<file path="config.mk">
export PLATFORM = sky130hd
export DESIGN_NAME = sog_divider
export DESIGN_NICKNAME = d
export VERILOG_FILES = /design/src/sog_pkg.sv /design/src/sog_divider.sv
export SDC_FILE = /design/constraint.sdc
export NUM_CORES = 1
export LEC_CHECK = 0
export BUFFER_PORTS_ARGS = -buffer_cell sky130_fd_sc_hd__buf_4
export CAP_MARGIN = 20
export CORE_UTILIZATION = 35
export CTS_BUF_LIST = sky130_fd_sc_hd__clkbuf_2
export DETAILED_ROUTE_END_ITERATION = 10
export MAX_ROUTING_LAYER = met4
export PLACE_DENSITY = 0.59
export SYNTH_ARGS = -nofsm -noshare
export SYNTH_HDL_FRONTEND = slang
export SYNTH_SLANG_ARGS = --single-unit
</file>
<file path="constraint.sdc">
create_clock -name i_clk -period 3.59 [get_ports i_clk]
set_input_delay 0.1795 -clock i_clk [delete_from_list [all_inputs] [get_ports i_clk]]
set_output_delay 0.1795 -clock i_clk [all_outputs]
set_load 0.02 [all_outputs]
</file>
<file path="src/sog_pkg.sv">
package sog_pkg;

    // Default sizes of the map and of a scan.
    localparam int MAP_CELLS_DEF = 64;
    localparam int MAX_BEAMS_DEF = 2048;

    // Field widths.
    localparam int IDX_W      = 11;
    localparam int RANGE_W    = 16;
    localparam int ANG_W      = 16;
    localparam int CELL_W     = 12;
    localparam int OUT_CELL_W = 6;
    localparam int CFG_IDX_W  = 3;
    localparam int CFG_DATA_W = 16;

    // CORDIC datapath.
    localparam int CORDIC_STEPS = 16;
    localparam int STEP_CNT_W   = 4;
    localparam int XY_W         = 20;
    localparam int Z_W          = 25;
    localparam logic signed [XY_W-1:0] CORDIC_GAIN = 20'sd39796;

    // Point and quotient widths: the point is Q16, the quotient works on its integer part.
    localparam int PROD_W = 40;
    localparam int QUO_W  = PROD_W - 16;

    // Scan epochs kept in the grid memory; zero marks a cell never set.
    localparam int EPOCH_W = 8;
    localparam logic [EPOCH_W-1:0] EPOCH_FIRST = 8'd1;
    localparam logic [EPOCH_W-1:0] EPOCH_LAST  = 8'd255;

    // Register indexes.
    localparam logic [CFG_IDX_W-1:0] CFG_START_ANGLE = 3'd0;
    localparam logic [CFG_IDX_W-1:0] CFG_STEP_ANGLE  = 3'd1;
    localparam logic [CFG_IDX_W-1:0] CFG_MIN_RANGE   = 3'd2;
    localparam logic [CFG_IDX_W-1:0] CFG_MAX_RANGE   = 3'd3;
    localparam logic [CFG_IDX_W-1:0] CFG_CELL_SIZE   = 3'd4;

    typedef enum logic [3:0] {
        S_IDLE, S_CLEAR, S_ANGLE, S_CGO, S_CORDIC, S_MULX, S_MULY,
        S_DIVGO, S_DIV, S_CHECK, S_RD, S_UPD, S_OUT
    } t_state;

    typedef struct packed {
        logic clear;
        logic rd;
        logic wr;
    } t_grid_req;

    typedef struct packed {
        logic busy;
        logic hit;
    } t_grid_rsp;

    // Arctangent of 2^-i in units of 1/2^24 turn, rounded.
    function automatic logic signed [Z_W-1:0] atan_turn24(input logic [STEP_CNT_W-1:0] i);
        logic signed [Z_W-1:0] v;
        case (i)
            4'd0:    v = 25'sd2097152;
            4'd1:    v = 25'sd1238021;
            4'd2:    v = 25'sd654136;
            4'd3:    v = 25'sd332049;
            4'd4:    v = 25'sd166669;
            4'd5:    v = 25'sd83416;
            4'd6:    v = 25'sd41718;
            4'd7:    v = 25'sd20860;
            4'd8:    v = 25'sd10430;
            4'd9:    v = 25'sd5215;
            4'd10:   v = 25'sd2608;
            4'd11:   v = 25'sd1304;
            4'd12:   v = 25'sd652;
            4'd13:   v = 25'sd326;
            4'd14:   v = 25'sd163;
            default: v = 25'sd81;
        endcase
        return v;
    endfunction

endpackage

</file>
<file path="src/sog_divider.sv">
module sog_divider (
    input  logic                          i_clk,
    input  logic                          i_rst_n,
    input  logic                          i_start,
    input  logic [sog_pkg::QUO_W-1:0]     i_dividend,
    input  logic [sog_pkg::CELL_W-1:0]    i_divisor,
    output logic                          o_done,
    output logic [sog_pkg::QUO_W-1:0]     o_quotient
);

    localparam int CNT_W = $clog2(sog_pkg::QUO_W);

    logic                         r_busy, r_done;
    logic [CNT_W-1:0]             r_cnt;
    logic [sog_pkg::CELL_W-1:0]   r_rem, r_div;
    logic [sog_pkg::QUO_W-1:0]    r_quo;
    logic [sog_pkg::CELL_W:0]     w_shift, w_diff;
    logic                         w_fit;

    // One restoring step: bring down the next dividend bit.
    always_comb begin
        w_shift = {r_rem, r_quo[sog_pkg::QUO_W-1]};
        w_fit   = (w_shift >= {1'b0, r_div});
        w_diff  = w_shift - {1'b0, r_div};
    end

    always_ff @(posedge i_clk) begin
        if (!i_rst_n) begin
            r_busy <= 1'b0;
            r_done <= 1'b0;
            r_cnt  <= '0;
        end else begin
            r_done <= 1'b0;
            if (i_start) begin
                r_busy <= 1'b1;
                r_cnt  <= '0;
            end else if (r_busy) begin
                r_cnt <= r_cnt + 1'b1;
                if (r_cnt == CNT_W'(sog_pkg::QUO_W - 1)) begin
                    r_busy <= 1'b0;
                    r_done <= 1'b1;
                end
            end
        end
    end

    always_ff @(posedge i_clk) begin
        if (i_start) begin
            r_rem <= '0;
            r_div <= i_divisor;
            r_quo <= i_dividend;
        end else if (r_busy) begin
            r_rem <= w_fit ? w_diff[sog_pkg::CELL_W-1:0] : w_shift[sog_pkg::CELL_W-1:0];
            r_quo <= {r_quo[sog_pkg::QUO_W-2:0], w_fit};
        end
    end

    assign o_done     = r_done;
    assign o_quotient = r_quo;

endmodule

</file>
# Word level (Yosys, flattened, before mapping)
# Cells that the tools add are included.
# Widths: inputs -> output; s select.
dict set report totals {
  romBits 0
  reg_bits 55
  ram_bits 0
  inputBits 39
  n_memories 0
  latch_bits 0
}
dict set report classes {
  n_shift 0
  eq_ne 1
  order_cmp 1
  div 0
  bitwise 2
  mux 7
  n_mul 0
  add_sub_neg 2
  reduce_logical 3
}
# cell count
set ops {}
lappend ops {{$mux 24} 2}
lappend ops {{$ge 13x12->1} 1}
lappend ops {{$mux 12} 1}
lappend ops {{$sub 12x12->12} 1}
lappend ops {{$add 5x1->5 const B} 1}
lappend ops {{$eq 5x5->1 const B} 1}
lappend ops {{$mux 1} 4}
lappend ops {{$reduce_or 3->1} 1}
lappend ops {{$not 1->1} 2}
lappend ops {{$reduce_bool 2->1} 1}
lappend ops {{$reduce_or 2->1} 1}

# Longest topological paths before layout
dict set report depth {
  word_depth 4
  mapped_depth 9
  mapped_depth_nobuf 9
}

# Worst setup path before layout
# Ideal clock, no wire load.
dict set report synth_timing {
  path_kind {register to register}
  from {reg r_quo (netlist bit o_quotient[23])}
  to {reg r_rem[10] (netlist bit)}
  period_less_slack_ns 2.182
  arrival_ns 2.108
  stages_incl_launch_ff 10
  setup_time_ns 0.074
  n_path_buf 0
  t_required_ns 3.516
  slack_ns 1.408
  cell_sequence {edfxtp_1 -> inv_1 -> ha_1 -> fa_1 -> nor2b_1 -> o21bai_1 -> a21boi_0 -> o221ai_1 -> xor2_1 -> o21ai_0}
}
dict set report synth_between {
  elab_chain_len 2
}
# item line
set synth_rtl {}
lappend synth_rtl {{start, declared} sog_divider.sv:16} ;# logic [sog_pkg::QUO_W-1:0] r_quo;
lappend synth_rtl {{start signal, assigned} sog_divider.sv:51} ;# r_quo <= i_dividend;
lappend synth_rtl {{start signal, assigned} sog_divider.sv:54} ;# r_quo <= {r_quo[sog_pkg::QUO_W-2:0], w_fit};
lappend synth_rtl {{$sub 12x12->12 or $ge 13x12->1 (tied branches)} {sog_divider.sv:24, sog_divider.sv:23}}
lappend synth_rtl {{$mux 12 *} sog_divider.sv:53} ;# r_rem <= w_fit ? w_diff[sog_pkg::CELL_W-1:0] : w_shift[sog_pkg::CELL_W-1:0];
lappend synth_rtl {{end signal, assigned} sog_divider.sv:53}
lappend synth_rtl {{end, declared} sog_divider.sv:15} ;# logic [sog_pkg::CELL_W-1:0] r_rem, r_div;
# Every way passes the cells marked *; elsewhere a longest branch is shown, timed or not.
# A chain may end at the register's enable or synchronous reset.

# Worst setup path in the final report
dict set report layout_timing {
  from {reg r_div[6] (netlist bit)}
  to {reg r_rem[9] (netlist bit)}
}
dict set report layout_between {
  elab_chain_len 2
}
# item line
set layout_rtl {}
lappend layout_rtl {{start, declared} sog_divider.sv:15}
lappend layout_rtl {{start signal, assigned} sog_divider.sv:50} ;# r_div <= i_divisor;
lappend layout_rtl {{$sub 12x12->12 or $ge 13x12->1 (tied branches)} {sog_divider.sv:24, sog_divider.sv:23}}
lappend layout_rtl {{$mux 12 *} sog_divider.sv:53}
# Marked as above.

==> results.md <==
- Status: complete, no violations
- Multi-input logic area: between 1000 and 1500 um2
- CTS Buf Count: 5
- Final setup vio count: 0
- Share of layout cells above drive strength 1: between 30% and 40%
- Required time worst endpoint: ~4.0 ns
- Final wirelength: between 5000 and 6000 um
- Hpwl dp: around 3800 um
- RSZ-0062 raised after global routing: false
- Routability cong.: ~0.8
- Worst slew margin: between 50% and 60%
- Fmax: roughly 400 MHz
- Clock buffer depth: 2
- Ports: 64
- #FFs+latches synth: 55
- Final hold vios: 0
- Fin util: around 49%
- WL per Instance: roughly 13 um
- Vias in the first global route: 2105
- Syn Nets: a little under 300
- Starting Density: about 36%
- RR Startpoint: r_div[6]$_DFFE_PP_
- Max-Cap Viols: 0
- Main synth FF type: edfxtp_1
- First-pass GRT wire length: about 9600 um
- Clock Root Buffer: clkbuf_2
- Final critical-path share of the clock period: between 70 and 80%
- Cell Pwr Density: between 300 and 400 nW/um2
- Skew-Pair Late Insertion Delay: between 0.4 and 0.5 ns
- Unique masters post-synth: 44
- CP Launch Point: r_div[6]$_DFFE_PP_
- Internal reg-to-reg setup slack: ~1.1 ns
- Via-to-Cell Ratio: roughly 4.8
- Final slew viol count: 0
- TritonRoute pass-1 iters: 4
- Total GRT Usage: around 15%
- Die H: 91.5 um
- Final antenna-violating net count: 0
- Die area: 8380 um2
- Mapped Avg Cell Area: around 12 um2
- Leading area contributor after synthesis: edfxtp_1
- Crit-path max FO: 11
- Cells on worst reg2reg path: 8
- Most common cell in the netlist: edfxtp_1
- Critical Path Sink Type: flop
- GRT overflow: 0
- Chip width: between 90 and 100 um
- CTS tree: yes
- Hold Path Class: in2reg
- Leakage: around 1.6 nW
- Vias: roughly 2.1k
- Worst path arrival time: a little under 3 ns
- Post-CTS setup buffer count: 0
- Post-synthesis cell count: between 200 and 250
- Nets: ~400
- Largest net degree at the start of global routing: 50
- Top post-synthesis cells by area: edfxtp_1 39%, dfxtp_1 14%, mux2_2 9.6%
- Drc violations: 0
- Min Tclk post-route: ~2.5 ns
- Mapped Area: roughly 2800 um2
- Synth async-reset ratio: 0%
- Startpoint type of the worst setup path: flop
- Number of instances in the placed design: 400
- Sequential cell area fraction in the yosys report: between 50% and 60%
- # fillers: about 730
- Post-synth top area share: approximately two fifths
- Finished Cell Area: approximately 3800 um2
- PortBufs: 63
- Critical Path End: r_rem[9]$_SDFFE_PP0P_
- Placed cell areas: between 3000 and 4000 um2
- Clock-pin slew on the worst setup and hold paths: between 0.3 and 0.4 ns
- Core footprint: 7730 um2
- Diode count: 0
- Transition time of the tightest slew-check pin: roughly 0.62 ns
- R2R Path End: r_rem[9]$_SDFFE_PP0P_
- Reg area: roughly 1500 um2
- Worst Setup Path Type: reg2reg
- Initial antenna violation count: 0
- Top cells by count, synth: 36 x edfxtp_1, 24 x mux2_2, 22 x nor2_1
- H-tree Lvls: 2
- Fin cells: 445
- Setup TNS: 0 ns
- Rows: 32
- Worst Skew: between 0.03 and 0.04 ns
- EDFF count, synth: 36
- Synthesis-to-finish area growth: 35.3%
- Clock sinks: 55
- Worst VDD drop: 0.000162 V
- Yosys synthesis warning count: 0
- 1st-iter DRT viols: 115
## logic make-up (layout without fill, tap and decap cells)
kind of cell | after synthesis | in the layout | synth area share, %
xor gates and xnor gates | 11 | 11 | 3.43
and+or+nand+nor | 64 | 64 | 10.5
adders and majority gates | 14 | 14 | 6.51
AOI/OAI and AO/OA | 50 | 50 | 13.9
buffers and inverters | 22 | 123 | 3.21
DFF | 55 | 55 | 52.1
muxes | 26 | 26 | 10.3
## cell type report
| cell class | instances | share of cell area, % |
|---|---|---|
| tap | 102 | 3.36 |
| timing repair buffer | 101 | 22.4 |
| multi-input combinational | 165 | 33.0 |
| inverter | 14 | 1.38 |
| clock inverter | 3 | 0.659 |
| sequential | 55 | 38.5 |
| clock buffer | 5 | 0.659 |
## power by group
group / total (mW) / internal [mW] / switching (mW) / leakage, nW
Clock: 0.269 / 0.0535 / 0.215 / 0.0300
Sequential: 0.768 / 0.739 / 0.0291 / 0.515
Combinational: 0.410 / 0.201 / 0.209 / 1.03
## registers in the layout, summed over array words and instances (netlist names)
signal / flops
r_cnt: 5
r_div: 12
o_done: 1
r_rem: 12
r_busy: 1
o_quotient: 24
## layer usage
| metal | track usage, % | part of all wire, % | vias up |
|---|---|---|---|
| li1 | - | - | 1098 |
| met1 | 18.6 | 48 | 1017 |
| met2 | 23.4 | 48 | 24 |
| met3 | 2.51 | 2.5 | 7 |
| met4 | 4.89 | 1.5 | 0 |
| met5 | - | 0 | - |
## through the flow
stage                     hold WS (ns)  total power, mW  setup slack [ns]
after CTS                        0.222             1.46              1.06
after global routing             0.223             1.53             0.889
final                            0.227             1.45              1.07
after global placement           0.357             1.16              1.18
after detailed placement         0.359             1.16              1.13
after floorplan                  0.278             1.04              1.41
## cell usage in the layout, fill, tap and decap left out, types with 2 or more instances in the layout
master and n:
nand3_1 4, nor3b_1 3, or2_2 2, xor2_1 6, a21boi_0 2, a31oi_1 2
xnor2_1 5, nand4_1 3, o41ai_1 2, mux2_2 24, a311oi_1 3, nand2_1 20
inv_6 2, clkbuf_2 5, a21oi_1 9, mux2i_1 2, a21o_1 4, nor2b_1 2
edfxtp_1 36, dlygate4sd3_1 37, buf_4 64, and2_1 2, inv_1 14, nor2_1 22
o21ai_0 7, a311oi_2 4, or3_1 3, o21a_1 3, a211oi_1 2, dfxtp_1 19
a41oi_1 2, ha_1 13, a31o_2 2
## worst max-delay path: stages, from the launching register on
cell      delay, ns
edfxtp_1       0.39
inv_1          0.04
ha_1           0.35
a21o_1         0.21
a221o_1        0.37
a41oi_2        0.25
and2_1         0.46
nand2_1        0.11
a311oi_1       0.28
## how the worst min path moves through the flow
| stage | to | depth (start not counted) | slack (ns) | start |
|---|---|---|---|---|
| 6_report | r_div[2]$_DFFE_PP_ | 1 | 0.23 | i_start |
| 5_1_grt | r_div[2]$_DFFE_PP_ | 1 | 0.22 | i_start |
| 4_1_cts | r_div[2]$_DFFE_PP_ | 1 | 0.22 | i_start |
| 3_5_place_dp | r_div[7]$_DFFE_PP_ | 1 | 0.36 | i_divisor[7] |
| 3_3_place_gp | r_div[4]$_DFFE_PP_ | 1 | 0.36 | i_divisor[4] |
| 2_1_floorplan | r_div[0]$_DFFE_PP_ | 0 | 0.28 | i_divisor[0] |
## what timing repair did
item,4_1_cts,5_1_grt
gates resized for setup,0,0
endpoints found under the hold margin,37,0
hold buffers,37,0
Power figures use the tool's default switching activity.
