===== src/sog_pkg.sv =====
package sog_pkg;

    // Default sizes of the map and of a scan.
    localparam int MAP_CELLS_DEF = 64;
    localparam int MAX_BEAMS_DEF = 2048;

    // Field widths.
    localparam int IDX_W      = 11;
    localparam int RANGE_W    = 16;
    localparam int ANG_W      = 16;
    localparam int CELL_W     = 12;
    localparam int OUT_CELL_W = 6;
    localparam int CFG_IDX_W  = 3;
    localparam int CFG_DATA_W = 16;

    // CORDIC datapath.
    localparam int CORDIC_STEPS = 16;
    localparam int STEP_CNT_W   = 4;
    localparam int XY_W         = 20;
    localparam int Z_W          = 25;
    localparam logic signed [XY_W-1:0] CORDIC_GAIN = 20'sd39796;

    // Point and quotient widths: the point is Q16, the quotient works on its integer part.
    localparam int PROD_W = 40;
    localparam int QUO_W  = PROD_W - 16;

    // Scan epochs kept in the grid memory; zero marks a cell never set.
    localparam int EPOCH_W = 8;
    localparam logic [EPOCH_W-1:0] EPOCH_FIRST = 8'd1;
    localparam logic [EPOCH_W-1:0] EPOCH_LAST  = 8'd255;

    // Register indexes.
    localparam logic [CFG_IDX_W-1:0] CFG_START_ANGLE = 3'd0;
    localparam logic [CFG_IDX_W-1:0] CFG_STEP_ANGLE  = 3'd1;
    localparam logic [CFG_IDX_W-1:0] CFG_MIN_RANGE   = 3'd2;
    localparam logic [CFG_IDX_W-1:0] CFG_MAX_RANGE   = 3'd3;
    localparam logic [CFG_IDX_W-1:0] CFG_CELL_SIZE   = 3'd4;

    typedef enum logic [3:0] {
        S_IDLE, S_CLEAR, S_ANGLE, S_CGO, S_CORDIC, S_MULX, S_MULY,
        S_DIVGO, S_DIV, S_CHECK, S_RD, S_UPD, S_OUT
    } t_state;

    typedef struct packed {
        logic clear;
        logic rd;
        logic wr;
    } t_grid_req;

    typedef struct packed {
        logic busy;
        logic hit;
    } t_grid_rsp;

    // Arctangent of 2^-i in units of 1/2^24 turn, rounded.
    function automatic logic signed [Z_W-1:0] atan_turn24(input logic [STEP_CNT_W-1:0] i);
        logic signed [Z_W-1:0] v;
        case (i)
            4'd0:    v = 25'sd2097152;
            4'd1:    v = 25'sd1238021;
            4'd2:    v = 25'sd654136;
            4'd3:    v = 25'sd332049;
            4'd4:    v = 25'sd166669;
            4'd5:    v = 25'sd83416;
            4'd6:    v = 25'sd41718;
            4'd7:    v = 25'sd20860;
            4'd8:    v = 25'sd10430;
            4'd9:    v = 25'sd5215;
            4'd10:   v = 25'sd2608;
            4'd11:   v = 25'sd1304;
            4'd12:   v = 25'sd652;
            4'd13:   v = 25'sd326;
            4'd14:   v = 25'sd163;
            default: v = 25'sd81;
        endcase
        return v;
    endfunction

endpackage


===== src/sog_cordic.sv =====
module sog_cordic (
    input  logic                              i_clk,
    input  logic                              i_rst_n,
    input  logic                              i_start,
    input  logic [sog_pkg::ANG_W-1:0]         i_angle,
    output logic                              o_done,
    output logic signed [sog_pkg::XY_W-1:0]   o_cos,
    output logic signed [sog_pkg::XY_W-1:0]   o_sin
);

    logic                               r_busy, r_done;
    logic [sog_pkg::STEP_CNT_W-1:0]     r_cnt;
    logic signed [sog_pkg::XY_W-1:0]    r_x, r_y;
    logic signed [sog_pkg::Z_W-1:0]     r_z;
    logic                               r_flip;

    logic [sog_pkg::ANG_W-1:0]          w_quarter, w_fold;
    logic                               w_flip;
    logic signed [sog_pkg::XY_W-1:0]    w_dx, w_dy;

    // Fold the angle into the right half plane; the far half is flipped.
    always_comb begin
        w_quarter = i_angle + 16'h4000;
        w_flip    = w_quarter[sog_pkg::ANG_W-1];
        w_fold    = w_flip ? (i_angle ^ 16'h8000) : i_angle;
    end

    assign w_dx = r_y >>> r_cnt;
    assign w_dy = r_x >>> r_cnt;

    // Control: one rotation step per cycle.
    always_ff @(posedge i_clk) begin
        if (!i_rst_n) begin
            r_busy <= 1'b0;
            r_done <= 1'b0;
            r_cnt  <= '0;
        end else begin
            r_done <= 1'b0;
            if (i_start) begin
                r_busy <= 1'b1;
                r_cnt  <= '0;
            end else if (r_busy) begin
                r_cnt <= r_cnt + 1'b1;
                if (r_cnt == sog_pkg::STEP_CNT_W'(sog_pkg::CORDIC_STEPS - 1)) begin
                    r_busy <= 1'b0;
                    r_done <= 1'b1;
                end
            end
        end
    end

    // Rotation datapath.
    always_ff @(posedge i_clk) begin
        if (i_start) begin
            r_x    <= sog_pkg::CORDIC_GAIN;
            r_y    <= '0;
            r_z    <= {w_fold[sog_pkg::ANG_W-1], w_fold, 8'd0};
            r_flip <= w_flip;
        end else if (r_busy) begin
            if (!r_z[sog_pkg::Z_W-1]) begin
                r_x <= r_x - w_dx;
                r_y <= r_y + w_dy;
                r_z <= r_z - sog_pkg::atan_turn24(r_cnt);
            end else begin
                r_x <= r_x + w_dx;
                r_y <= r_y - w_dy;
                r_z <= r_z + sog_pkg::atan_turn24(r_cnt);
            end
        end
    end

    assign o_done = r_done;
    assign o_cos  = r_flip ? -r_x : r_x;
    assign o_sin  = r_flip ? -r_y : r_y;

endmodule


===== config.mk =====
export PLATFORM = sky130hd
export DESIGN_NAME = sog_cordic
export DESIGN_NICKNAME = d
export VERILOG_FILES = /design/src/sog_pkg.sv /design/src/sog_cordic.sv
export SDC_FILE = /design/constraint.sdc
export NUM_CORES = 1
export LEC_CHECK = 0
export ABC_CLOCK_PERIOD_IN_PS = 6350
export BUFFER_PORTS_ARGS = -buffer_cell sky130_fd_sc_hd__buf_2
export CAP_MARGIN = 25
export CORE_UTILIZATION = 40
export DETAILED_ROUTE_END_ITERATION = 8
export GPL_TIMING_DRIVEN = 0
export HOLD_SLACK_MARGIN = 0.12
export PLACE_DENSITY = 0.55
export SYNTH_ARGS = -nofsm -noshare
export SYNTH_HDL_FRONTEND = slang
export SYNTH_SLANG_ARGS = --single-unit

===== constraint.sdc =====
create_clock -name i_clk -period 6.35 [get_ports i_clk]
set_input_delay 1.27 -clock i_clk [delete_from_list [all_inputs] [get_ports i_clk]]
set_output_delay 1.27 -clock i_clk [all_outputs]
set_load 0.01 [all_outputs]

# Word-level counts from Yosys, hierarchy flattened
# Memories as Yosys holds them, arrays and structs flattened. A register that Yosys moved wholly into a read port is not among the register bits.
# Index checks and enable logic that the tools add are counted.
# totals
wordCells	51
mem_count	2
register_bits	72
romBits	704
inputBits	19
# memory_table
memory	depth	width	rd	rd_ports_with_merged_regs	write_ports	line	rtl
(name not given)	16	22	1	1	0	sog_pkg.sv:58	case (i)
(name not given)	16	22	1	1	0	sog_pkg.sv:58	
# classes
n_reduce_logical	3
bitwise_logic	3
shifts	2
mux	22
eq_ne	1
addsub	10
# ops
op	n
$mux W25	9
$mux W20	4
$add A20 B20 Y20	2
$neg A20 Y20	2
$sshr A20 B4 Y20	2
$sub A20 B20 Y20	2
$add A25 B25 Y25	1
$sub A25 B25 Y25	1
$add A16 B15 Y16 const B	1
$mux W16	1
$mux W4	4
$add A4 B1 Y4 const B	1
$eq A4 B4 Y1 const B	1
$mux W1	4
$not A1 Y1	3
$reduce_or A3 Y1	1
$reduce_bool A2 Y1	1
$reduce_or A2 Y1	1

# Logic depth before layout (Yosys ltp)
# Gate-level depths: netlist of the first run.
# depth
depth_word	7
ltp_mapped	24
depth_no_buf	20

# Least setup slack after synthesis of the first run
# No wires, ideal clock.
# synth_timing
kind	register -> register
from	register r_cnt[0] (netlist bit)
to	register r_y[19] (netlist bit)
n_path_buf	1
path_slack_ps	1499
period_less_slack_ps	4851
stages_incl_launch_ff	18
setup_time_ps	123
arrival_time_ps	4728
required_time_ps	6227
path_cell_list	dfxtp_1 -> buf_2 -> mux4_2 -> o211a_1 -> a221oi_2 -> o211ai_1 -> nor3_1 -> and2_1 -> nor2_1 -> xor2_1 -> ha_1 -> and3_1 -> and3_1 -> a2111oi_0 -> o31ai_1 -> or2_2 -> mux2_1 -> mux2_1
# synth_between
elab_chain_len	3
word_cells_on_any_way	4
# synth_lines
element	line	rtl
start, declared	sog_cordic.sv:12	logic [sog_pkg::STEP_CNT_W-1:0] r_cnt;
start signal, assigned	sog_cordic.sv:43	r_cnt <= r_cnt + 1'b1;
$sshr A20 B4 Y20 *	sog_cordic.sv:29	assign w_dy = r_x >>> r_cnt;
$add A20 B20 Y20 / $sub A20 B20 Y20 (equally long branches)	sog_cordic.sv:62, sog_cordic.sv:66	
$mux W20 *	sog_cordic.sv:60	if (!r_z[sog_pkg::Z_W-1]) begin
end signal, assigned	sog_cordic.sv:62	r_y <= r_y + w_dy;
end signal, assigned	sog_cordic.sv:66	r_y <= r_y - w_dy;
end, declared	sog_cordic.sv:13	logic signed [sog_pkg::XY_W-1:0] r_x, r_y;
# Every way passes the cells marked *; elsewhere a longest branch is shown, timed or not.
# A chain may end at the register's enable or synchronous reset.

# Final worst setup path of the first run
# layout_timing
from	register r_cnt[2] (netlist bit)
to	register r_y[19] (netlist bit)
# Same word-level chain as after synthesis.

==> results.ini, run 1 <==
[pwr]
ir_drop_mv = 0.213
seq_power_share_pct = 17.0
powerDensity_nw_per_um2 = 422
p_switching_mw = 2.42
clockPowerShare_pct = 11.8
combPwrFrac_pct = 71.1
p_int_mw = 2.50
switching_share_pct = 49.2
p_leak_nw = 4.91

[clock_tree]
h-tree-depth = 3
clock_latency_ns = 0.37
cts-root-buf = clkbuf_16
cts_inserted_buffers = 9
cts_buffer_depth = 2
cts_tree = done
clkSinkCount = 94
clk_pin_slew_ns = 0.07
post_cts_buffers = 0

[route]
wl_per_cell_um = 22.3
drt-total-wl_mm = 38.5
viasPerCell = 6.02
drt_iter0_drc = 916
vias = 10400
dr.pass1.iters = 7
ant_nets = 0
drc = 0

[layout]
diodes = 0
drive_above_1_share_pct = 12.2
fin_area_um2 = 11700
final_common_cell = nand2_1
fin_nets = 1479
final_util_pct = 44.8
area_delta_synth_final_pct = 10.1
multi_input_area_um2 = 7940
final_cell_mix = 125 x nand2_1, 110 x nor2_1, 98 x a21oi_1
fillers = 2661
seq_area_um2 = 2060

[yosys]
netlist.area_leader.share_pct = 14.3
synth_top_flop_cell = dfxtp_1
yosysSeqAreaShare_pct = 19.4
synthCells = 1308
synth_edf_count = 18
ys_top_cells_by_area = dfxtp_1 14%, ha_1 9.0%, mux4_2 7.4%
async_reset_ff_share_pct = 0
yosys_register_bits = 94
syn_avg_cell_area_um2 = 8.11
ys_warn_count = 0
synth_fp_nets = 1406
synth.distinct_cells = 82
synth_area_um2 = 10600
synth_top_area_cell = dfxtp_1

[floorplan]
initial_core_util_pct = 40.7
die-area_um2 = 27200
fp.dieW_um = 165
die_y_um = 165
pin_count = 60
core_area_um2 = 26100
rows = 59

[timing]
skew_ns = 0.0110
fmax_ghz = 0.168
worst_pin_slew_ns = 1.08
period_minus_slack_ns = 5.96
rsz0062_at_grt = no
relSlewSlack_pct = 27.7
drv_slew = 0
fin_crit_sh_pct = 93.8
setup_violations = 0
setup_tns_ns = 0
hold_violations = 0

[placed_design]
gp_congestion = 0.998
port_buffers = 59
post-dp-hpwl_mm = 29.2
dpl_cell_area_um2 = 11400

[grt]
grt_overflow = 0
grt_pass1_wl_mm = 58.1
antenna_found_initial = 0
grt_pass1_vias = 9686
grt_usage_pct = 28.8
grt_max_degree = 21

[setup_path]
crit_type = register to register
worst_setup_path_start_kind = register
worstPathMaxFanout = 10
critPathCaptureType = register
cp.required_ns = 6.60
arrival_ns = 6.21

[flow_run]
maxCapViolCount = 0

[worst_hold_path]
hold_class = register to register

[status]
status = finished, final reports clean

==> critical path, stage by stage, from the launching register on <==
cell and delay (ns):
dfxtp_1 0.31, buf_2 0.31, buf_2 0.33, buf_4 0.26
mux4_2 0.34, mux2i_1 0.29, o21ai_0 0.20, inv_1 0.12
ha_1 0.18, inv_1 0.04, nor2_1 0.20, and3_1 0.31
a21oi_1 0.11, xnor2_1 0.24, ha_1 0.32, a21o_1 0.21
a21oi_1 0.16, and2_1 0.16, nand2_1 0.09, a2111oi_1 0.50
o31ai_1 0.20, or2_2 0.30, mux2_1 0.33, mux2_1 0.31
==> per-stage QoR <==
stage               power (mW)  worst slack (ns)  cells  hold WS (ns)
global route              5.33             0.105   1721         0.503
floorplan                 3.42              1.50   1308         0.432
finish                    4.93             0.392   1721         0.474
global placement          4.26            -0.173   1702         0.459
detailed placement        4.29            -0.136   1705         0.468
CTS                       4.89            0.0585   1721         0.477
==> per-layer routing <==
layer / part of all wire (%) / GRT usage, %
met1: 43 / 37.6
met2: 47 / 48.8
met4: 3.0 / 10.2
met3: 6.3 / 3.29
met5: 0 / 0
==> layout make-up <==
type / instances / share of cell area, %
clock buffer: 10 / 2.14
buffer: 93 / 3.62
multi-input combinational: 1069 / 68.0
clock inverter: 6 / 0.514
sequential: 94 / 17.7
inverter: 52 / 1.67
tap: 335 / 3.59
timing repair buffer: 62 / 2.83
==> power groups by stage <==
stage	clock (mW)	sequential (mW)	combinational, mW
floorplan	0	0.795	2.63
global placement	0	0.849	3.41
detailed placement	0	0.849	3.44
CTS	0.597	0.836	3.46
global route	0.615	0.850	3.86
finish	0.584	0.838	3.51
==> path summary, 6_finish.rpt <==
path	from	end	slack, ns	cells past startpoint
hold / removal	r_z[6]	r_z[6]	0.47	2
setup / recovery	r_cnt[2]	r_y[19]	0.39	23
setup reg to reg	r_cnt[2]	r_y[19]	0.39	23
hold reg to reg	r_z[6]	r_z[6]	0.47	2
==> synthesized netlist by cell type (21+ instances only) <==
cell type and n:
nor2_1 110, a21oi_1 98, a21o_1 26, xnor2_1 88, inv_1 50, a211oi_1 21, mux2i_1 35, o21ai_0 84
ha_1 76, dfxtp_1 76, clkbuf_1 64, nand2_1 125, xor2_1 55, o31ai_1 28, mux4_2 35, nor3_1 35
==> kinds of logic (layout without fill, tap and decap cells) <==
family | count (synthesis) | count (layout) | synth area share (%)
compound gates | 371 | 371 | 22.7
xor+xnor | 143 | 143 | 11.8
fa+ha+maj | 79 | 79 | 9.53
buf+inv | 145 | 223 | 5.78
flops | 94 | 94 | 19.4
mux | 89 | 89 | 13.5
simple gates | 387 | 387 | 17.2
==> what timing repair did <==
item | CTS | global route
setup endpoints to repair | 2 | 2
gates cloned | 0 | 0
hold buffers | 0 | 0
gates resized for setup | 1 | 6
endpoints found under the hold margin | 0 | 0
Power figures use the tool's default switching activity.
==> run 2, diff against run 1 <==
--- a/config.mk
+++ b/config.mk
@@ -8,11 +8,12 @@
 export ABC_CLOCK_PERIOD_IN_PS = 6350
 export BUFFER_PORTS_ARGS = -buffer_cell sky130_fd_sc_hd__buf_2
 export CAP_MARGIN = 25
-export CORE_UTILIZATION = 40
+export CELL_PAD_IN_SITES_DETAIL_PLACEMENT = 0
+export CELL_PAD_IN_SITES_GLOBAL_PLACEMENT = 1
+export CORE_UTILIZATION = 38
 export DETAILED_ROUTE_END_ITERATION = 8
-export GPL_TIMING_DRIVEN = 0
 export HOLD_SLACK_MARGIN = 0.12
-export PLACE_DENSITY = 0.55
+export PLACE_DENSITY = 0.67
 export SYNTH_ARGS = -nofsm -noshare
 export SYNTH_HDL_FRONTEND = slang
 export SYNTH_SLANG_ARGS = --single-unit
==> run 2 against run 1 <==
Net effect: global-route usage shrank 6.7 points; design area decreased by 1.4%; largest power group unchanged; non-clock buffer count is 65 lower; critical path depth shrank 4; clock power hardly changed; largest cell class unchanged; via count fell by 6.8%; maximum frequency rose by 2.7%; combinational power shrank 8.8%.
==> results.ini, run 2 (synthesized netlist as in run 1, its figures left out) <==
[flow_run]
maxCapViolCount = 0  ; unchanged

[floorplan]
rows = 60  ; +1.7%
initial_core_util_pct = 39.0  ; -1.7 points
core_area_um2 = 27200  ; +4.3%
die_y_um = 169  ; +2.6%
fp.dieW_um = 169  ; +2.6%
die-area_um2 = 28600  ; +5.2%
pin_count = 60  ; unchanged

[route]
wl_per_cell_um = 18.3  ; -18%
drc = 0  ; unchanged
drt-met1-wl_mm = 14.7  ; -12%
drt_iter0_drc = 646  ; -29%
drt-total-wl_mm = 31.1  ; -19%
viasPerCell = 5.70  ; -5.3%
wl_met2_mm = 14.6  ; -20%
top_layer_used = met4
vias = 9652  ; -6.8%
dr.pass1.iters = 7  ; unchanged
ant_nets = 0  ; unchanged
wl_met3_um = 953  ; -61%

[timing]
worst_pin_slew_ns = 0.923  ; -0.152 ns
relSlewSlack_pct = 38.4  ; +11 points
setup_violations = 0  ; unchanged
drv_slew = 0  ; unchanged
rsz0062_at_grt = no
worst_hold_slack_ns = 0.472  ; -0.00173 ns
skew_ns = 0.0135  ; +0.00250 ns
fin_crit_sh_pct = 91.3  ; -2.5 points
setup_tns_ns = 0  ; unchanged
hold_violations = 0  ; unchanged
fmax_ghz = 0.172  ; +2.7%
period_minus_slack_ns = 5.80  ; -0.158 ns

[placed_design]
post-dp-hpwl_mm = 23.4  ; -20%
dp.cells = 1676  ; -1.7%
dpl_cell_area_um2 = 11200  ; -1.6%
port_buffers = 59  ; unchanged
gp_congestion = 0.868  ; -13%

[layout]
fin_area_um2 = 11500  ; -1.4%
final_common_cell = nand2_1
fillers = 2833  ; +6.5%
final_cell_mix = 125 x nand2_1, 110 x nor2_1, 98 x a21oi_1
final_cell_count_no_fill = 1693  ; -1.6%
diodes = 0  ; unchanged
fin_nets = 1414  ; -4.4%
multi_input_area_um2 = 7930  ; about the same
drive_above_1_share_pct = 13.5  ; +1.3 points
seq_area_um2 = 2070  ; +0.24%
area_delta_synth_final_pct = 8.52

[clock_tree]
cts_inserted_buffers = 9  ; unchanged
cts_buffer_depth = 2  ; unchanged
clock_latency_ns = 0.37  ; about the same
cts_tree = done
clk_pin_slew_ns = 0.08  ; about the same
h-tree-depth = 3  ; unchanged
cts_resized = 0  ; -1
cts_hold_buf = 0  ; unchanged
clkSinkCount = 94  ; unchanged
cts-root-buf = clkbuf_16
post_cts_buffers = 0  ; unchanged

[setup_path]
rr_worst_depth = 19  ; -17%
setup.worst_path.start = r_cnt[2]
arrival_ns = 6.06  ; -0.15 ns
worstReg2RegEnd = r_x[19]
reg2reg_slack_ns = 0.55  ; +0.16 ns
worst_setup_path_start_kind = register
crit_type = register to register
cp.required_ns = 6.61  ; about the same
critPathCaptureType = register
r2r-start = r_cnt[2]
worstPathMaxFanout = 21  ; +11

[pwr]
p_leak_nw = 4.86  ; -1.0%
ir_drop_mv = 0.250  ; +18%
powerDensity_nw_per_um2 = 415  ; -1.7%

[grt]
grt_pass1_vias = 9169  ; -5.3%
grt_usage_pct = 22.1  ; -6.7 points
antenna_found_initial = 0  ; unchanged
grt_pass1_wl_mm = 49.5  ; -15%
grt_max_degree = 42  ; +100%
grt_overflow = 0  ; unchanged

[worst_hold_path]
min_to = r_z[5]
min_path_cells = 2  ; unchanged
hold_class = register to register
min_from = r_z[5]

[status]
status = finished, final reports clean

[run 2: cell count changes in the layout (fill, tap and decap cells not counted), moves of 8 or more]
cell and delta:
buf_1 -9, buf_2 -8, clkbuf_1 -62, buf_4 +24
[run 2: metrics by stage]
stage	power (mW)	utilization, %	setup slack (ns)
finish	4.77	42.4	0.551
global route	5.22	42.4	0.106
CTS	4.80	42.3	0.587
detailed placement	4.20	41.1	0.651
global placement	4.19	41.1	0.709
floorplan	3.42	-	1.50
[run 2: layer usage]
layer | up-vias | global-route usage [%]
met5 | - | 0
met4 | 0 | 6.93
met3 | 45 | 2.83
met2 | 185 | 37.7
met1 | 4644 | 29.0
li1 | 4778 | -
[run 2: power breakdown]
part	switching, mW	leakage [nW]	internal [mW]
clock network	0.302	0.150	0.283
logic	1.72	3.90	1.48
registers	0.273	0.811	0.713
[run 2: cell type report]
type                            count  share of cell area (%)
Clock inverter                      7                   0.707
Timing Repair Buffer               90                    4.73
Clock buffer                        9                    1.96
Inverter                           52                    1.70
Tap cell                          372                    4.04
Sequential cell                    94                    18.0
Multi-Input combinational cell   1069                    68.9
[run 2: how the worst max path moves through the flow]
stage                   end  slack, ns  cells past startpoint
global route        r_x[19]       0.11                     17
finish              r_x[19]       0.55                     19
floorplan           r_y[19]       1.50                     17
global placement    r_y[19]       0.71                     21
detailed placement  r_x[19]       0.65                     17
CTS                 r_x[19]       0.59                     17
[run 2: worst max-delay path, stage by stage, from the launching register on]
cell and delay, ns:
dfxtp_1 0.93, buf_4 0.37, mux4_2 0.34, mux2_4 0.29
a21o_1 0.22, a211oi_4 0.23, nand4b_2 0.23, nor2_1 0.28
nor2_1 0.09, xnor2_1 0.14, ha_1 0.38, and3_1 0.27
a22o_1 0.16, a2111oi_0 0.06, a311oi_1 0.54, a211oi_1 0.15
nor3_1 0.39, xor2_1 0.12, o22ai_1 0.18, mux2_1 0.33
==> run 3, diff against run 2 <==
--- a/config.mk
+++ b/config.mk
@@ -6,7 +6,7 @@
 export NUM_CORES = 1
 export LEC_CHECK = 0
 export ABC_CLOCK_PERIOD_IN_PS = 6350
-export BUFFER_PORTS_ARGS = -buffer_cell sky130_fd_sc_hd__buf_2
+export BUFFER_PORTS_ARGS = -buffer_cell sky130_fd_sc_hd__clkbuf_2
 export CAP_MARGIN = 25
 export CELL_PAD_IN_SITES_DETAIL_PLACEMENT = 0
 export CELL_PAD_IN_SITES_GLOBAL_PLACEMENT = 1
@@ -14,6 +14,7 @@
 export DETAILED_ROUTE_END_ITERATION = 8
 export HOLD_SLACK_MARGIN = 0.12
 export PLACE_DENSITY = 0.67
+export SKIP_LAST_GASP = 1
 export SYNTH_ARGS = -nofsm -noshare
 export SYNTH_HDL_FRONTEND = slang
 export SYNTH_SLANG_ARGS = --single-unit
==> run 3 against run 2 <==
Net effect: total power increased by 0.40%; largest cell class unchanged; core utilization decreased by 0.092 points; design area decreased by 0.22%; flip-flop and latch count unchanged; highest routed layer unchanged; count of clock-buffer cells in the layout unchanged; critical path type unchanged; first-iteration DRC count increased by 2.8%; sequential share of layout area about the same.
==> results.ini, run 3 (synthesized netlist as in run 1, its figures left out) <==
[route]
drc = 0  ; unchanged
wl_per_cell_um = 18.2  ; -0.78%
viasPerCell = 5.68  ; -0.37%
wl_met3_mm = 1.07  ; +12%
ant_nets = 0  ; unchanged
vias = 9611  ; -0.42%
wl_met2_mm = 14.8  ; +0.92%
top_layer_used = met4
drt_iter0_drc = 664  ; +2.8%
drt-total-wl_mm = 30.8  ; -0.83%
dr.pass1.iters = 5  ; -2
drt-met1-wl_mm = 14.4  ; -2.1%

[grt]
grt_usage_pct = 22.2  ; +0.070 points
grt_max_degree = 63  ; +50%
grt_pass1_wl_mm = 50.0  ; +1.1%
antenna_found_initial = 0  ; unchanged
grt_pass1_vias = 9203  ; +0.37%
grt_overflow = 0  ; unchanged

[clock_tree]
cts_inserted_buffers = 9  ; unchanged
clk_pin_slew_ns = 0.09  ; about the same
cts_tree = done
cts_hold_buf = 0  ; unchanged
clock_latency_ns = 0.38  ; about the same
cts_resized = 0  ; unchanged
cts-root-buf = clkbuf_16
cts_buffer_depth = 2  ; unchanged
h-tree-depth = 3  ; unchanged
clkSinkCount = 94  ; unchanged
post_cts_buffers = 0  ; unchanged

[setup_path]
cp.required_ns = 6.62  ; about the same
worstPathMaxFanout = 26  ; +24%
arrival_ns = 6.07  ; about the same
crit_type = register to register
cpPeakStageDelay_ns = 0.78  ; -0.15 ns
critPathCaptureType = register
cp_common_cell = nor2_1
path_cells = buf_4, mux4_2, mux2_4, a21o_1, a211oi_4, nand4b_2, nor2_1, nor2_1, xnor2_1, ha_1, and3_1, a22o_1, a2111oi_0, a311oi_1, a211oi_1, nor3_1, xor2_1, o22ai_1, mux2_1
worst_setup_path_start_kind = register
crit_path_top_delay_cell = dfxtp_2

[placed_design]
post-dp-hpwl_mm = 23.2  ; -0.98%
gp_congestion = 0.877  ; +0.99%
preCtsSetupSlack_ns = 0.639  ; -0.0121 ns
port_buffers = 59  ; unchanged
dpl_cell_area_um2 = 11200  ; unchanged

[pwr]
powerDensity_nw_per_um2 = 417  ; +0.62%
p_total_mw = 4.79  ; +0.40%
p_leak_nw = 4.86  ; about the same
ir_drop_mv = 0.235  ; -6.0%

[timing]
hold_violations = 0  ; unchanged
drv_slew = 0  ; unchanged
period_minus_slack_ns = 5.80  ; -0.00305 ns
worst_pin_slew_ns = 0.959  ; +0.0364 ns
rsz0062_at_grt = no
setup_tns_ns = 0  ; unchanged
setup_violations = 0  ; unchanged
fin_crit_sh_pct = 91.3  ; about the same
relSlewSlack_pct = 36.0  ; -2.4 points
layout_setup_ws_ns = 0.554  ; +0.00305 ns
fmax_ghz = 0.173  ; about the same
skew_ns = 0.0121  ; -0.00145 ns

[layout]
seq_area_um2 = 2070  ; unchanged
fillers = 2832  ; -0.035%
diodes = 0  ; unchanged
final_cell_mix = 125 x nand2_1, 110 x nor2_1, 98 x a21oi_1
multi_input_area_um2 = 7930  ; unchanged
fin_nets = 1413  ; -0.071%
area_delta_synth_final_pct = 8.28
fin_area_um2 = 11500  ; -0.22%
drive_above_1_share_pct = 13.4  ; -0.066 points
final_common_cell = nand2_1
final_util_pct = 42.3  ; -0.092 points

[floorplan]
initial_core_util_pct = 39.0  ; unchanged
core_area_um2 = 27200  ; unchanged
fp.dieW_um = 169  ; unchanged
pin_count = 60  ; unchanged
die_y_um = 169  ; unchanged
rows = 60  ; unchanged
die-area_um2 = 28600  ; unchanged

[status]
status = finished, final reports clean

[flow_run]
maxCapViolCount = 0  ; unchanged

[worst_hold_path]
hold_class = register to register

## run 3: cell types whose count changed in the layout (fill, tap and decap cells not counted), sizes merged
| cell | before | now |
|---|---|---|
| buf | 90 | 30 |
| clkbuf | 9 | 68 |
## run 3: final cells by class
type	instances	area share, %
Clock inverter	7	0.730
Tap cell	372	4.05
Clock buffer	9	1.96
Sequential cell	94	18.0
Multi-Input combinational cell	1069	69.1
Timing Repair Buffer	89	4.50
Inverter	52	1.70
## run 3: per-stage QoR
step | std cells | hold slack, ns
after floorplan | 1308 | 0.432
after global placement | 1675 | 0.458
after detailed placement | 1676 | 0.464
after CTS | 1692 | 0.479
after global routing | 1692 | 0.525
final | 1692 | 0.479
## run 3: final timing paths
| path | slack, ns | to | cells past startpoint | start |
|---|---|---|---|---|
| hold reg to reg | 0.48 | r_z[6] | 2 | r_z[6] |
| setup reg to reg | 0.55 | r_x[19] | 19 | r_cnt[1] |
| setup / recovery | 0.55 | r_x[19] | 19 | r_cnt[1] |
| hold / removal | 0.48 | r_z[6] | 2 | r_z[6] |
## run 3: layer usage
metal | GRT usage (%) | up-vias
met5 | 0 | -
met4 | 5.84 | 0
met3 | 2.48 | 42
met2 | 38.3 | 222
met1 | 29.3 | 4570
li1 | - | 4777
## run 3: power by group
part	switching, mW	internal, mW	leakage (nW)
clock	0.314	0.285	0.152
combinational	1.72	1.47	3.89
sequential	0.286	0.713	0.811
## run 3: critical path, delay by kind of cell, from the launching register on
family / cells / cell delay [ns]
compound gates: 7 / 1.57
simple gates: 5 / 1.27
mux: 3 / 1.15
flops: 1 / 0.78
fa+ha+maj: 1 / 0.37
buf+inv: 1 / 0.29
xor+xnor: 2 / 0.26
